<file path="src/hdl/assert_macros.svh">
// assertion helpers for the rtl, included by lbbp_back.sv
`ifndef ASSERT_MACROS_SVH
`define ASSERT_MACROS_SVH
`ifndef SYNTH
`define ASSERT_IMPL(lbl, clk, rst_n, prop) \
  lbl: assert property (@(posedge clk) disable iff (!rst_n) prop) \
    else $error("assertion failed");
`define ASSERT_NEVER(lbl, clk, rst_n, cond) \
  lbl: assert property (@(posedge clk) disable iff (!rst_n) !(cond)) \
    else $error("forbidden condition seen");
`else
`define ASSERT_IMPL(lbl, clk, rst_n, prop)
`define ASSERT_NEVER(lbl, clk, rst_n, cond)
`endif
`endif

</file>
<file path="src/hdl/lbbp_pkg.sv">
package lbbp_pkg;

  localparam int BLOCKS_DEF   = 16;
  localparam int AGE_BITS_DEF = 16;
  localparam int QUEUE_DEPTH  = 2;

  localparam int CMD_W   = 2;
  localparam int FILE_W  = 3;
  localparam int BLOCK_W = 20;
  localparam int KIND_W  = 3;
  localparam int SLOT_W  = 4;

  localparam logic [CMD_W-1:0] CMD_READ  = 2'd0;
  localparam logic [CMD_W-1:0] CMD_ALLOC = 2'd1;
  localparam logic [CMD_W-1:0] CMD_CLOSE = 2'd2;

  typedef enum logic [1:0] {
    OP_READ,
    OP_ALLOC,
    OP_CLOSE
  } op_e;

  typedef enum logic [KIND_W-1:0] {
    K_HIT    = 3'd0,
    K_WB     = 3'd1,
    K_FILL   = 3'd2,
    K_ALLOC  = 3'd3,
    K_CLOSE  = 3'd4,
    K_NOVICT = 3'd5
  } kind_e;

  typedef enum logic [2:0] {
    S_IDLE,
    S_AGE,
    S_SCAN,
    S_DECIDE,
    S_FIN,
    S_CSCAN,
    S_CEND
  } state_e;

  typedef struct packed {
    op_e                op;
    logic [FILE_W-1:0]  file;
    logic [BLOCK_W-1:0] block;
    logic               dirty;
    logic               pin;
  } req_t;

  typedef struct packed {
    kind_e              kind;
    logic [SLOT_W-1:0]  slot;
    logic [FILE_W-1:0]  file;
    logic [BLOCK_W-1:0] block;
    logic               last;
  } res_t;

endpackage

</file>
<file path="src/hdl/lbbp_fifo.sv">
module lbbp_fifo #(
  parameter int W     = 8,
  parameter int DEPTH = 2
) (
  input  logic         clk_i,
  input  logic         rst_ni,
  input  logic         wr_i,
  input  logic [W-1:0] wdata_i,
  output logic         full_o,
  input  logic         rd_i,
  output logic [W-1:0] rdata_o,
  output logic         empty_o
);
  localparam int PW = (DEPTH > 1) ? $clog2(DEPTH) : 1;
  localparam int CW = $clog2(DEPTH + 1);

  logic [W-1:0]  mem_q [DEPTH];
  logic [PW-1:0] wp_q, wp_d, rp_q, rp_d;
  logic [CW-1:0] cnt_q, cnt_d;
  logic          do_wr, do_rd;

  assign full_o  = (cnt_q == CW'(DEPTH));
  assign empty_o = (cnt_q == '0);
  assign do_wr   = wr_i && !full_o;
  assign do_rd   = rd_i && !empty_o;
  assign rdata_o = mem_q[rp_q];

  always_comb begin
    wp_d  = wp_q;
    rp_d  = rp_q;
    cnt_d = cnt_q;
    if (do_wr) begin
      wp_d = (wp_q == PW'(DEPTH - 1)) ? '0 : wp_q + 1'b1;
    end
    if (do_rd) begin
      rp_d = (rp_q == PW'(DEPTH - 1)) ? '0 : rp_q + 1'b1;
    end
    if (do_wr && !do_rd) begin
      cnt_d = cnt_q + 1'b1;
    end else if (do_rd && !do_wr) begin
      cnt_d = cnt_q - 1'b1;
    end
  end

  always_ff @(posedge clk_i or negedge rst_ni) begin
    if (!rst_ni) begin
      wp_q  <= '0;
      rp_q  <= '0;
      cnt_q <= '0;
    end else begin
      wp_q  <= wp_d;
      rp_q  <= rp_d;
      cnt_q <= cnt_d;
    end
  end

  always_ff @(posedge clk_i) begin
    if (do_wr) begin
      mem_q[wp_q] <= wdata_i;
    end
  end

endmodule

</file>
<file path="src/hdl/lbbp_front.sv">
module lbbp_front (
  input  logic                          clk_i,
  input  logic                          rst_ni,
  input  logic                          push,
  output logic                          full,
  input  logic [lbbp_pkg::CMD_W-1:0]    cmd_i,
  input  logic [lbbp_pkg::FILE_W-1:0]   file_id_i,
  input  logic [lbbp_pkg::BLOCK_W-1:0]  block_num_i,
  input  logic                          mark_dirty_i,
  input  logic                          pin_i,
  output logic                          req_valid_o,
  output lbbp_pkg::req_t                req_o,
  input  logic                          req_pop_i
);
  import lbbp_pkg::*;

  req_t req_in;
  logic known;
  logic empty;
  logic [$bits(req_t)-1:0] rdata;

  // unknown commands are dropped here and never reach the back end
  always_comb begin
    known = 1'b1;
    req_in.op = OP_READ;
    case (cmd_i)
      CMD_READ:  req_in.op = OP_READ;
      CMD_ALLOC: req_in.op = OP_ALLOC;
      CMD_CLOSE: req_in.op = OP_CLOSE;
      default:   known = 1'b0;
    endcase
    req_in.file  = file_id_i;
    req_in.block = block_num_i;
    req_in.dirty = mark_dirty_i;
    req_in.pin   = pin_i;
  end

  lbbp_fifo #(
    .W     ($bits(req_t)),
    .DEPTH (QUEUE_DEPTH)
  ) u_req_q (
    .clk_i   (clk_i),
    .rst_ni  (rst_ni),
    .wr_i    (push && known),
    .wdata_i (req_in),
    .full_o  (full),
    .rd_i    (req_pop_i),
    .rdata_o (rdata),
    .empty_o (empty)
  );

  assign req_valid_o = !empty;
  assign req_o       = req_t'(rdata);

endmodule

</file>
<file path="src/hdl/lbbp_back.sv">
`include "assert_macros.svh"
module lbbp_back #(
  parameter int BLOCKS   = lbbp_pkg::BLOCKS_DEF,
  parameter int AGE_BITS = lbbp_pkg::AGE_BITS_DEF
) (
  input  logic           clk_i,
  input  logic           rst_ni,
  input  logic           req_valid_i,
  input  lbbp_pkg::req_t req_i,
  output logic           req_pop_o,
  input  logic           out_full_i,
  output logic           push_o,
  output lbbp_pkg::res_t res_o
);
  import lbbp_pkg::*;

  localparam int IW = $clog2(BLOCKS);
  localparam logic [AGE_BITS-1:0] AGE_MAX = {AGE_BITS{1'b1}};

  state_e st_q, st_d;
  req_t   req_q;
  logic [IW-1:0] cur_q;

  logic                valid_q [BLOCKS];
  logic                dirty_q [BLOCKS];
  logic                pin_q   [BLOCKS];
  logic [AGE_BITS-1:0] age_q   [BLOCKS];
  logic [FILE_W-1:0]   file_q  [BLOCKS];
  logic [BLOCK_W-1:0]  block_q [BLOCKS];

  logic hit_found_q, inv_found_q, best_found_q, pend_q;
  logic [IW-1:0] hit_slot_q, inv_slot_q, best_slot_q, vic_slot_q, pend_slot_q;
  logic                best_dirty_q;
  logic [AGE_BITS-1:0] best_age_q;
  logic [FILE_W-1:0]   best_file_q;
  logic [BLOCK_W-1:0]  best_block_q;
  logic [BLOCK_W-1:0]  pend_block_q;

  logic step, cur_last, cur_match, read_hit, no_victim, push;

  assign step      = !out_full_i;
  assign cur_last  = (cur_q == IW'(BLOCKS - 1));
  assign cur_match = valid_q[cur_q] && (file_q[cur_q] == req_q.file);
  assign read_hit  = (req_q.op == OP_READ) && hit_found_q;
  assign no_victim = !inv_found_q && !best_found_q;

  // next state
  always_comb begin
    st_d = st_q;
    case (st_q)
      S_IDLE: begin
        if (req_valid_i) begin
          case (req_i.op)
            OP_READ:  st_d = S_AGE;
            OP_ALLOC: st_d = S_SCAN;
            OP_CLOSE: st_d = S_CSCAN;
            default:  st_d = S_IDLE;
          endcase
        end
      end
      S_AGE:    st_d = S_SCAN;
      S_SCAN:   st_d = cur_last ? S_DECIDE : S_SCAN;
      S_DECIDE: st_d = (read_hit || no_victim) ? S_IDLE : S_FIN;
      S_FIN:    st_d = S_IDLE;
      S_CSCAN:  st_d = cur_last ? S_CEND : S_CSCAN;
      S_CEND:   st_d = S_IDLE;
      default:  st_d = S_IDLE;
    endcase
    if (!step) begin
      st_d = st_q;
    end
  end

  // outputs
  always_comb begin
    push  = 1'b0;
    res_o = '0;
    res_o.kind = K_HIT;
    case (st_q)
      S_DECIDE: begin
        if (read_hit) begin
          push = 1'b1;
          res_o.kind  = K_HIT;
          res_o.slot  = SLOT_W'(hit_slot_q);
          res_o.file  = req_q.file;
          res_o.block = req_q.block;
          res_o.last  = 1'b1;
        end else if (no_victim) begin
          push = 1'b1;
          res_o.kind  = K_NOVICT;
          res_o.file  = req_q.file;
          res_o.block = req_q.block;
          res_o.last  = 1'b1;
        end else if (!inv_found_q && best_dirty_q) begin
          push = 1'b1;
          res_o.kind  = K_WB;
          res_o.slot  = SLOT_W'(best_slot_q);
          res_o.file  = best_file_q;
          res_o.block = best_block_q;
        end
      end
      S_FIN: begin
        push = 1'b1;
        res_o.kind  = (req_q.op == OP_READ) ? K_FILL : K_ALLOC;
        res_o.slot  = SLOT_W'(vic_slot_q);
        res_o.file  = req_q.file;
        res_o.block = req_q.block;
        res_o.last  = 1'b1;
      end
      S_CSCAN: begin
        if (cur_match && dirty_q[cur_q] && pend_q) begin
          push = 1'b1;
          res_o.kind  = K_WB;
          res_o.slot  = SLOT_W'(pend_slot_q);
          res_o.file  = req_q.file;
          res_o.block = pend_block_q;
        end
      end
      S_CEND: begin
        push = 1'b1;
        res_o.file = req_q.file;
        res_o.last = 1'b1;
        if (pend_q) begin
          res_o.kind  = K_WB;
          res_o.slot  = SLOT_W'(pend_slot_q);
          res_o.block = pend_block_q;
        end else begin
          res_o.kind = K_CLOSE;
        end
      end
      default: push = 1'b0;
    endcase
  end

  assign push_o    = push && step;
  assign req_pop_o = (st_q == S_IDLE) && req_valid_i && step;

  // control state and entry flags
  always_ff @(posedge clk_i or negedge rst_ni) begin
    if (!rst_ni) begin
      st_q         <= S_IDLE;
      cur_q        <= '0;
      hit_found_q  <= 1'b0;
      inv_found_q  <= 1'b0;
      best_found_q <= 1'b0;
      pend_q       <= 1'b0;
      for (int i = 0; i < BLOCKS; i++) begin
        valid_q[i] <= 1'b0;
        dirty_q[i] <= 1'b0;
        pin_q[i]   <= 1'b0;
        age_q[i]   <= '0;
      end
    end else if (step) begin
      st_q <= st_d;
      case (st_q)
        S_IDLE: begin
          cur_q        <= '0;
          hit_found_q  <= 1'b0;
          inv_found_q  <= 1'b0;
          best_found_q <= 1'b0;
          pend_q       <= 1'b0;
        end
        S_AGE: begin
          for (int i = 0; i < BLOCKS; i++) begin
            if (age_q[i] != AGE_MAX) begin
              age_q[i] <= age_q[i] + 1'b1;
            end
          end
        end
        S_SCAN: begin
          if (req_q.op == OP_READ && !hit_found_q && valid_q[cur_q] &&
              file_q[cur_q] == req_q.file && block_q[cur_q] == req_q.block) begin
            hit_found_q <= 1'b1;
          end
          if (!valid_q[cur_q] && !inv_found_q) begin
            inv_found_q <= 1'b1;
          end
          if (!pin_q[cur_q] && (!best_found_q || age_q[cur_q] > best_age_q)) begin
            best_found_q <= 1'b1;
          end
          cur_q <= cur_last ? '0 : cur_q + 1'b1;
        end
        S_DECIDE: begin
          if (read_hit) begin
            age_q[hit_slot_q] <= '0;
            pin_q[hit_slot_q] <= req_q.pin;
            if (req_q.dirty) begin
              dirty_q[hit_slot_q] <= 1'b1;
            end
          end
        end
        S_FIN: begin
          valid_q[vic_slot_q] <= 1'b1;
          age_q[vic_slot_q]   <= '0;
          dirty_q[vic_slot_q] <= req_q.dirty;
          pin_q[vic_slot_q]   <= req_q.pin;
        end
        S_CSCAN: begin
          if (cur_match) begin
            valid_q[cur_q] <= 1'b0;
            dirty_q[cur_q] <= 1'b0;
            pin_q[cur_q]   <= 1'b0;
            age_q[cur_q]   <= '0;
            if (dirty_q[cur_q]) begin
              pend_q <= 1'b1;
            end
          end
          cur_q <= cur_last ? '0 : cur_q + 1'b1;
        end
        default: cur_q <= cur_q;
      endcase
    end
  end

  // payload: request, tags and scan results
  always_ff @(posedge clk_i) begin
    if (step) begin
      case (st_q)
        S_IDLE: begin
          if (req_valid_i) begin
            req_q <= req_i;
          end
        end
        S_SCAN: begin
          if (req_q.op == OP_READ && !hit_found_q && valid_q[cur_q] &&
              file_q[cur_q] == req_q.file && block_q[cur_q] == req_q.block) begin
            hit_slot_q <= cur_q;
          end
          if (!valid_q[cur_q] && !inv_found_q) begin
            inv_slot_q <= cur_q;
          end
          if (!pin_q[cur_q] && (!best_found_q || age_q[cur_q] > best_age_q)) begin
            best_slot_q  <= cur_q;
            best_age_q   <= age_q[cur_q];
            best_dirty_q <= valid_q[cur_q] && dirty_q[cur_q];
            best_file_q  <= file_q[cur_q];
            best_block_q <= block_q[cur_q];
          end
        end
        S_DECIDE: begin
          vic_slot_q <= inv_found_q ? inv_slot_q : best_slot_q;
        end
        S_FIN: begin
          file_q[vic_slot_q]  <= req_q.file;
          block_q[vic_slot_q] <= req_q.block;
        end
        S_CSCAN: begin
          if (cur_match && dirty_q[cur_q]) begin
            pend_slot_q  <= cur_q;
            pend_block_q <= block_q[cur_q];
          end
        end
        default: vic_slot_q <= vic_slot_q;
      endcase
    end
  end

  `ASSERT_NEVER(a_push_full, clk_i, rst_ni, push_o && out_full_i)
  `ASSERT_IMPL(a_pop_idle, clk_i, rst_ni, req_pop_o |-> st_q == S_IDLE)
  `ASSERT_IMPL(a_idle_quiet, clk_i, rst_ni, st_q == S_IDLE |-> !push_o)
  `ASSERT_IMPL(a_fin_last, clk_i, rst_ni, (st_q == S_FIN) && step |=> st_q == S_IDLE)

endmodule

</file>
<file path="src/hdl/lru_block_buffer_pool.sv">
// lru block buffer pool: tag and replacement control for a pool of disk-block buffers
// request side is a queue: drive cmd/file/block/flags and raise push; the word is
//   taken at a clock edge with push high and full low. unknown commands are dropped
// result side is a queue: while empty is low the oldest result word sits on the
//   result ports; raise pop to take it. a request gives one or more words, the
//   final one with last set
// a two-word request queue feeds a sequencer that walks the entries one per cycle while
//   the result queue has room, then results go into a two-word result queue
// steps: a read pops the request, ages the entries, scans every entry, decides and,
//   on a miss with a victim, fills; an allocate does the same without aging; a close
//   pops, scans every entry and ends; a new request is popped only back in idle
// reset clears every valid, dirty, pin bit and age and both queues; no clearing pass
// when the result queue is full the sequencer freezes, the request queue fills and
//   full rises; nothing is dropped
module lru_block_buffer_pool #(
  parameter int BLOCKS   = lbbp_pkg::BLOCKS_DEF,
  parameter int AGE_BITS = lbbp_pkg::AGE_BITS_DEF
) (
  input  logic                         clk_i,
  input  logic                         rst_ni,
  input  logic                         push,
  output logic                         full,
  input  logic [lbbp_pkg::CMD_W-1:0]   cmd_i,
  input  logic [lbbp_pkg::FILE_W-1:0]  file_id_i,
  input  logic [lbbp_pkg::BLOCK_W-1:0] block_num_i,
  input  logic                         mark_dirty_i,
  input  logic                         pin_i,
  output logic                         empty,
  input  logic                         pop,
  output logic [lbbp_pkg::KIND_W-1:0]  kind_o,
  output logic [lbbp_pkg::SLOT_W-1:0]  slot_o,
  output logic [lbbp_pkg::FILE_W-1:0]  out_file_o,
  output logic [lbbp_pkg::BLOCK_W-1:0] out_block_o,
  output logic                         last_o
);
  import lbbp_pkg::*;

  req_t req;
  logic req_valid, req_pop;
  logic res_push, res_full;
  res_t res_in, res_out;
  logic [$bits(res_t)-1:0] res_rdata;

  // front: decode and queue requests
  lbbp_front u_front (
    .clk_i        (clk_i),
    .rst_ni       (rst_ni),
    .push         (push),
    .full         (full),
    .cmd_i        (cmd_i),
    .file_id_i    (file_id_i),
    .block_num_i  (block_num_i),
    .mark_dirty_i (mark_dirty_i),
    .pin_i        (pin_i),
    .req_valid_o  (req_valid),
    .req_o        (req),
    .req_pop_i    (req_pop)
  );

  // back: entry table and scan sequencer
  lbbp_back #(
    .BLOCKS   (BLOCKS),
    .AGE_BITS (AGE_BITS)
  ) u_back (
    .clk_i       (clk_i),
    .rst_ni      (rst_ni),
    .req_valid_i (req_valid),
    .req_i       (req),
    .req_pop_o   (req_pop),
    .out_full_i  (res_full),
    .push_o      (res_push),
    .res_o       (res_in)
  );

  // result queue decouples the consumer from the sequencer
  lbbp_fifo #(
    .W     ($bits(res_t)),
    .DEPTH (QUEUE_DEPTH)
  ) u_res_q (
    .clk_i   (clk_i),
    .rst_ni  (rst_ni),
    .wr_i    (res_push),
    .wdata_i (res_in),
    .full_o  (res_full),
    .rd_i    (pop),
    .rdata_o (res_rdata),
    .empty_o (empty)
  );

  assign res_out     = res_t'(res_rdata);
  assign kind_o      = res_out.kind;
  assign slot_o      = res_out.slot;
  assign out_file_o  = res_out.file;
  assign out_block_o = res_out.block;
  assign last_o      = res_out.last;

endmodule
</file>
<file path="config.mk">
export PLATFORM = sky130hd
export DESIGN_NAME = lru_block_buffer_pool
export DESIGN_NICKNAME = d
export VERILOG_FILES = /design/src/hdl/lbbp_pkg.sv /design/src/hdl/lbbp_fifo.sv /design/src/hdl/lbbp_front.sv /design/src/hdl/lbbp_back.sv /design/src/hdl/lru_block_buffer_pool.sv
export VERILOG_INCLUDE_DIRS = /design/src /design/src/hdl
export SDC_FILE = /design/constraint.sdc
export NUM_CORES = 2
export LEC_CHECK = 0
export ABC_AREA = 0
export BUFFER_PORTS_ARGS = -buffer_cell sky130_fd_sc_hd__buf_2
export CORE_UTILIZATION = 57
export CTS_CLUSTER_SIZE = 12
export DETAILED_ROUTE_END_ITERATION = 8
export HOLD_SLACK_MARGIN = 0.1
export PLACE_DENSITY = 0.78
export SYNTH_ARGS = -nofsm -noshare
export SYNTH_HDL_FRONTEND = slang
export SYNTH_SLANG_ARGS = --single-unit
</file>
<file path="constraint.sdc">
create_clock -name clk_i -period 5.3 [get_ports clk_i]
set_input_delay 0 -clock clk_i [delete_from_list [all_inputs] [get_ports clk_i]]
set_output_delay 0 -clock clk_i [all_outputs]
set_load 0.02 [all_outputs]
</file>
## Yosys cells after proc, flatten, opt, wreduce, memory -nomap -nowiden

Memory sizes are Yosys's and may differ from the RTL's.
Cells that the tools add are included.
W data, S select, Z words.

- Add/subtract/negate cells: 25
- Magnitude comparators: 7
- Equality and inequality tests: 55
- Mux-type cells: 108
- Bitwise logic cells: 17
- Reductions and logical operators: 91

Operators with widths:

| cell | number |
|---|---|
| $pmux W256 S4 | 1 |
| $and A256 B256 Y256 | 3 |
| $not A256 Y256 | 3 |
| $mux W256 | 2 |
| $mux W16 | 27 |
| $add A16 B1 Y16 const B | 16 |
| $ne A16 B16 Y1 const B | 16 |
| $demux W16 S4 | 3 |
| $pmux W30 S4 | 1 |
| $pmux W16 S3 | 2 |
| $reduce_and A5 Y1 | 17 |
| $bmux W16 S4 | 1 |
| $mux W28 | 2 |
| $and A16 B16 Y16 | 3 |
| $bwmux W16 | 3 |
| $ne A2 B1 Y1 const B | 23 |
| $mux W1 | 33 |
| $or A16 B16 Y16 | 2 |
| $pmux W16 S2 | 1 |
| $mux W31 | 1 |
| $logic_and A1 B1 Y1 | 28 |
| $reduce_and A3 Y1 | 9 |
| $mux W23 | 1 |
| $eq A20 B20 Y1 | 1 |
| other kinds (41) | 104 |

- Register bits after elaboration: 430
- Memory bits (writable): 484
- Bits of input ports: 31
- Output and inout bits: 33
- Word-level logic and storage cells: 398
- Memories kept: 4

Memories:

| memory | depth | bits a word | rd ports | clocked after Yosys merged registers in | write ports | line | text |
|---|---|---|---|---|---|---|---|
| u_back.block_q | 16 | 20 | 1 | 0 | 1 | lbbp_back.sv:29 | `logic [BLOCK_W-1:0] block_q [BLOCKS];` |
| u_res_q.mem_q | 2 | 31 | 1 | 0 | 1 | lbbp_fifo.sv:17 | `logic [W-1:0] mem_q [DEPTH];` |
| u_front.u_req_q.mem_q | 2 | 27 | 1 | 0 | 1 | lbbp_fifo.sv:17 |  |
| u_back.file_q | 16 | 3 | 1 | 0 | 1 | lbbp_back.sv:28 | `logic [FILE_W-1:0] file_q [BLOCKS];` |

## Longest topological paths before layout

- Word-level depth: 15
- Mapped depth: 18
- Depth with buffers taken out: 12

## By module

From an unflattened synthesis, not the netlist that was laid out.

- Cells, all modules: 3353
- Area total of the unflattened synthesis: 43350.3 µm²

Modules (own cells, without submodules):

| module | times used | cells an instance | area an instance (µm²) | sequential area each (µm²) |
|---|---|---|---|---|
| lbbp_back | 1 | 3130 | 38491.9 | 22146.2 |
| lbbp_fifo at u_res_q | 1 | 116 | 2587.5 | 1961.9 |
| lbbp_fifo at u_front.u_req_q | 1 | 103 | 2244.7 | 1721.7 |
| lbbp_front | 1 | 4 | 26.3 | 0.0 |

## Worst setup path after synthesis

OpenSTA, ideal clock, no wires.

- Kind: register to register
- Start: register u_back.cur_q[0]
- End: register u_back.best_age_q[0] (enable)
- Library setup time: 0.458 ns
- Arrival: 4.760 ns
- Required time: 4.842 ns
- Setup slack: 0.082 ns
- Stages on the path, launching flop included: 17
- Buffers on the path: 5
- Clock period less this slack: 5.218 ns
- Cell sequence: dfrtp_1 > buf_4 > buf_4 > buf_4 > buf_2 > buf_1 > mux4_2 > mux4_2 > ha_1 > nor2b_1 > o21a_1 > o21a_1 > o21a_1 > o21a_1 > o21ai_0 > a21oi_1 > o211a_1

- Cells in the longest elaborated chain, start to end: 8
- Elaborated cells between the ends (all ways): 12
- Classes of those cells: 1 x order compare; 6 x mux; 1 x bitwise; 4 x reduce/logical

RTL lines:

| item | line | text |
|---|---|---|
| from (decl) | lbbp_back.sv:22 | `logic [IW-1:0] cur_q;` |
| from (signal assigned) | lbbp_back.sv:181 | `cur_q <= cur_last ? '0 : cur_q + 1'b1;` |
| from (signal assigned) | lbbp_back.sv:208 | `cur_q <= cur_last ? '0 : cur_q + 1'b1;` |
| from (signal assigned) | lbbp_back.sv:210 | `default: cur_q <= cur_q;` |
| $not A4 Y5 (not written as such) * | lbbp_back.sv:232 | `if (!pin_q[cur_q] && (!best_found_q \|\| age_q[cur_q] > best_age_q)) begin` |
| $bmux W16 S4 | lbbp_back.sv:232 |  |
| $mux W16 (not written as such) (2 in a row) | lbbp_back.sv:232 |  |
| $gt A16 B16 Y1 | lbbp_back.sv:232 |  |
| $logic_or A1 B1 Y1 | lbbp_back.sv:232 |  |
| $logic_and A1 B1 Y1 * | lbbp_back.sv:232 |  |
| $reduce_and A3 Y1 (no line) * | n/a |  |
| to (signal assigned) | lbbp_back.sv:234 | `best_age_q <= age_q[cur_q];` |
| to (decl) | lbbp_back.sv:34 | `logic [AGE_BITS-1:0] best_age_q;` |

Every way passes the cells marked *; elsewhere a longest branch is shown, timed or not. The select of a mux whose other input is x is not followed.
A chain may end at the register's enable or synchronous reset.

## Worst setup path in the final report

- Start: register u_back.cur_q[1]
- End: register u_back.pend_block_q[4], read port of u_back.block_q (enable)

- Cells in the longest elaborated chain, start to end: 7
- Elaborated cells between the ends (all ways): 12
- Classes of those cells: 1 x eq/ne; 6 x mux; 1 x bitwise; 3 x reduce/logical; 1 x memory

RTL lines:

| item | line | text |
|---|---|---|
| $not A4 Y5 (not written as such) | lbbp_back.sv:43, lbbp_back.sv:248 |  |
| $bmux W1 S4 | lbbp_back.sv:43 | `assign cur_match = valid_q[cur_q] && (file_q[cur_q] == req_q.file);` |
| $mux W1 (not written as such) (2 in a row) | lbbp_back.sv:43 |  |
| $logic_and A1 B1 Y1 | lbbp_back.sv:43 |  |
| $logic_and A1 B1 Y1 * | lbbp_back.sv:248 | `if (cur_match && dirty_q[cur_q]) begin` |
| $reduce_and A3 Y1 (no line) * | n/a |  |
| to (decl) | lbbp_back.sv:37 | `logic [BLOCK_W-1:0] pend_block_q;` |

Marked as above.

==> metrics.md <==
| Metric | Value |
|---|---|
| Via Count | 33272 |
| Status | finished clean |
| Die Height | 280 um |
| Fillers | 5476 |
| Final-report hold violation count | 0 |
| Share of cells above drive strength 1 | 16.9% |
| Flop pwr share | 41.4% |
| CTS Buf Count | 94 |
| Pre-antenna DRT Iters | 8 |
| Crit share post-route | 85.0% |
| Clk_lat worst skew | 710 ps |
| Hold WS | 229 ps |
| Worst Setup Start Kind | register |
| Post-Route Skew | 66.3 ps |
| IO Pins | 64 |
| Worst vdd ir | 0.000356 V |
| Largest cells by area after synthesis | edfxtp_1, dfrtp_1, mux4_2 |
| Worst r2r src | u_back.cur_q[1] |
| Vias per cell | 7.02 |
| Setup TNS | 0 ps |
| Global-route usage over all layers | 33.4% |
| Seq/Total Area, Yosys | 58.5% |
| # port buffers | 63 |
| Max Cap Viol | 0 |
| Initial Utilization | 57.9% |
| Slew HR | 20.4% |
| Required @ worst endpoint | 5640 ps |
| Critical path class | register to register |
| Largest net degree at the start of global routing | 127 |
| P_sw | 8.99 mW |
| CP max-delay cell | dfrtp_4 |
| Area delta synth->final | 12.2% |
| Clock buffer depth | 3 |
| Core region area | 76300 um^2 |
| Fin crit period | 4500 ps |
| Synth unique cells | 78 |
| Ys async rst share | 35.3% |
| Num rows | 101 |
| # setup viols final | 0 |
| Worst setup EP type | register |
| #FFs+latches synth | 914 |
| Pwr dens | 493 nW/um^2 |
| Number of antenna violations at the first check in global routing | 8 |
| Syn. warnings | 0 |
| Crit path launch | u_back.cur_q[1] |
| Final Max Slew Viols | 0 |
| Detailed Place HPWL | 85.6 mm |
| CP max FO | 42 |
| CTS Sinks | 914 |
| RSZ-0062 raised after global routing | false |
| Width of the die | 280 um |
| Synthesized area | 44200 um^2 |
| Routed Antenna Nets | 0 |
| Crit path top cell by count | buf_4 |
| Post-synth top area cell | edfxtp_1 |
| Clock slew at reported path FFs | 60 ps |
| Most common cell in the synthesized netlist | edfxtp_1 |
| Internal power | 15.4 mW |
| First-pass GRT wire length | 196 mm |
| H-Tree Depth | 3 |
| Top cell type's share of synthesized area | 40.2% |
| Final wirelength | 131 mm |
| CP top delay family | simple AND/OR/NAND/NOR gates |
| Total gr overflow | 0 |
| Switching Fraction | 36.8% |
| Starting DRT DRC Count | 5218 |
| Syn Inst Count | 3523 |
| Vias in the first global route | 31491 |
| # nets final | 3714 |
| DRC violations left | 0 |
| WP buf/inv | 2 |
| Hold buffer count at cts | 58 |
| Max Fclk | 222 MHz |
| HP Start | cmd_i[0] |
| Drt wl/cell | 27.6 um |
| Resized Gates After CTS | 0 |
| Critical Path AT | 4840 ps |
| Syn avg cell area | 12.5 um^2 |
| Root buf cell | clkbuf_16 |
| Post-CTS Setup Inserts | 0 |
| Die area | 78600 um^2 |
| Slowest stage delay, CP | 930 ps |
| CTS tree | yes |
| Number of synthesized flops with an enable pin | 591 |
| Worst slew pin tran | 1190 ps |
| Top_reg_cell synth | edfxtp_1 |
| Min-delay worst type | input pin to register |
| Clock Power Share | 26.6% |
| Critical Path, Cell by Cell | mux4_2 > mux2i_1 > xnor2_1 > nor4_2 > o21ai_1 > buf_4 > nor3_2 > and2_1 > buf_4 |
| Synthesized net count | 3592 |
| Combinational Power Share | 32.0% |
| Antenna Cells | 0 |
| Routability congestion estimate from global placement | 0.982 |
| Leakage power | 17.5 nW |
| Most instantiated cells after synthesis | edfxtp_1, dfrtp_1, o21ai_0 |
-- cell families (layout without fill, tap and decap cells) --
kind of cell / Yosys count / in the layout / share of synthesized area, %
AND/OR/NAND/NOR: 1048 / 1048 / 11.4
AO/OA/AOI/OAI: 922 / 922 / 13.4
flip-flops: 914 / 914 / 58.5
multiplexers: 310 / 310 / 12.5
buffers and inverters: 264 / 449 / 2.61
adder cells (fa/ha/maj): 38 / 38 / 1.08
XOR/XNOR: 27 / 27 / 0.535
-- worst reg2reg max path, cell delays in order, from the launching register on --
cell	delay, ps
dfrtp_4	930
mux4_2	640
mux2i_1	250
xnor2_1	130
nor4_2	250
o21ai_1	290
buf_4	240
nor3_2	870
and2_1	230
buf_4	340
-- layout by cell type (no fill, tap or decap), types with 70 or more instances in the layout --
cell	count
a21oi_1	114
a31oi_1	83
buf_4	98
clkbuf_16	94
dfrtp_1	319
edfxtp_1	591
mux2_2	80
mux4_2	186
nand2_1	244
nand3_1	145
nor2_1	285
nor2b_1	70
o21ai_0	320
o31ai_1	129
-- power groups by stage --
stage | clock network, mW | registers [mW] | logic (mW)
2_1_floorplan | 0 | 9.61 | 5.26
3_3_place_gp | 0 | 10.1 | 7.32
3_5_place_dp | 0 | 10.2 | 7.48
4_1_cts | 6.55 | 10.0 | 7.59
5_1_grt | 6.81 | 10.2 | 8.23
6_report | 6.50 | 10.1 | 7.80
-- flip-flops by register name, summed over array words and instances, names as in the netlist, 20 cells and up, named ones only --
register and flops:
u_back.req_q 27, u_front.u_req_q.mem_q 54, u_res_q.mem_q 62, u_back.age_q 256, u_back.block_q 320, u_back.pend_block_q 20, u_back.best_block_q 20, u_back.file_q 48
-- routing by layer --
metal	vias to the layer above	global-route usage, %	share of wire, %
met4	8	13.0	4.1
met5	-	0	0.044
met3	399	8.80	14
met1	16424	47.6	37
li1	13971	-	-
met2	2470	49.1	44
-- stage by stage --
step | power (mW) | utilization, % | instances | worst slack [ps] | instance area [um^2]
after floorplan | 14.9 | - | 3523 | 81.7 | 44200
after global placement | 17.4 | 60.2 | 4521 | 974 | 45900
after detailed placement | 17.6 | 60.2 | 4521 | 891 | 45900
after CTS | 24.2 | 64.9 | 4738 | 881 | 49500
after global routing | 25.2 | 64.9 | 4738 | 547 | 49500
final | 24.4 | 64.9 | 4738 | 797 | 49500
-- cell type report --
type	count	area, um^2	area share (%)
clock buffers	133	2610	5.27
well taps	1030	1290	2.60
clock inverters	26	405	0.818
inverters	61	229	0.462
repair buffers	229	1860	3.75
flip-flops and latches	914	25800	52.2
multi-input cells	2345	17300	34.9
-- path summary, 6_finish.rpt --
kind,to,slack (ps),depth (start not counted)
worst max-delay path,u_back.pend_block_q[4],800,9
worst min-delay path,u_front.u_req_q.mem_q[0][26],230,3
worst max register to register,u_back.pend_block_q[4],800,9
worst min register to register,u_res_q.wp_q,500,1
max in group asynchronous,u_back.cur_q[3],4050,4
min in group asynchronous,u_back.age_q[124],500,4
Note: power is estimated with default switching activity, not from simulation.
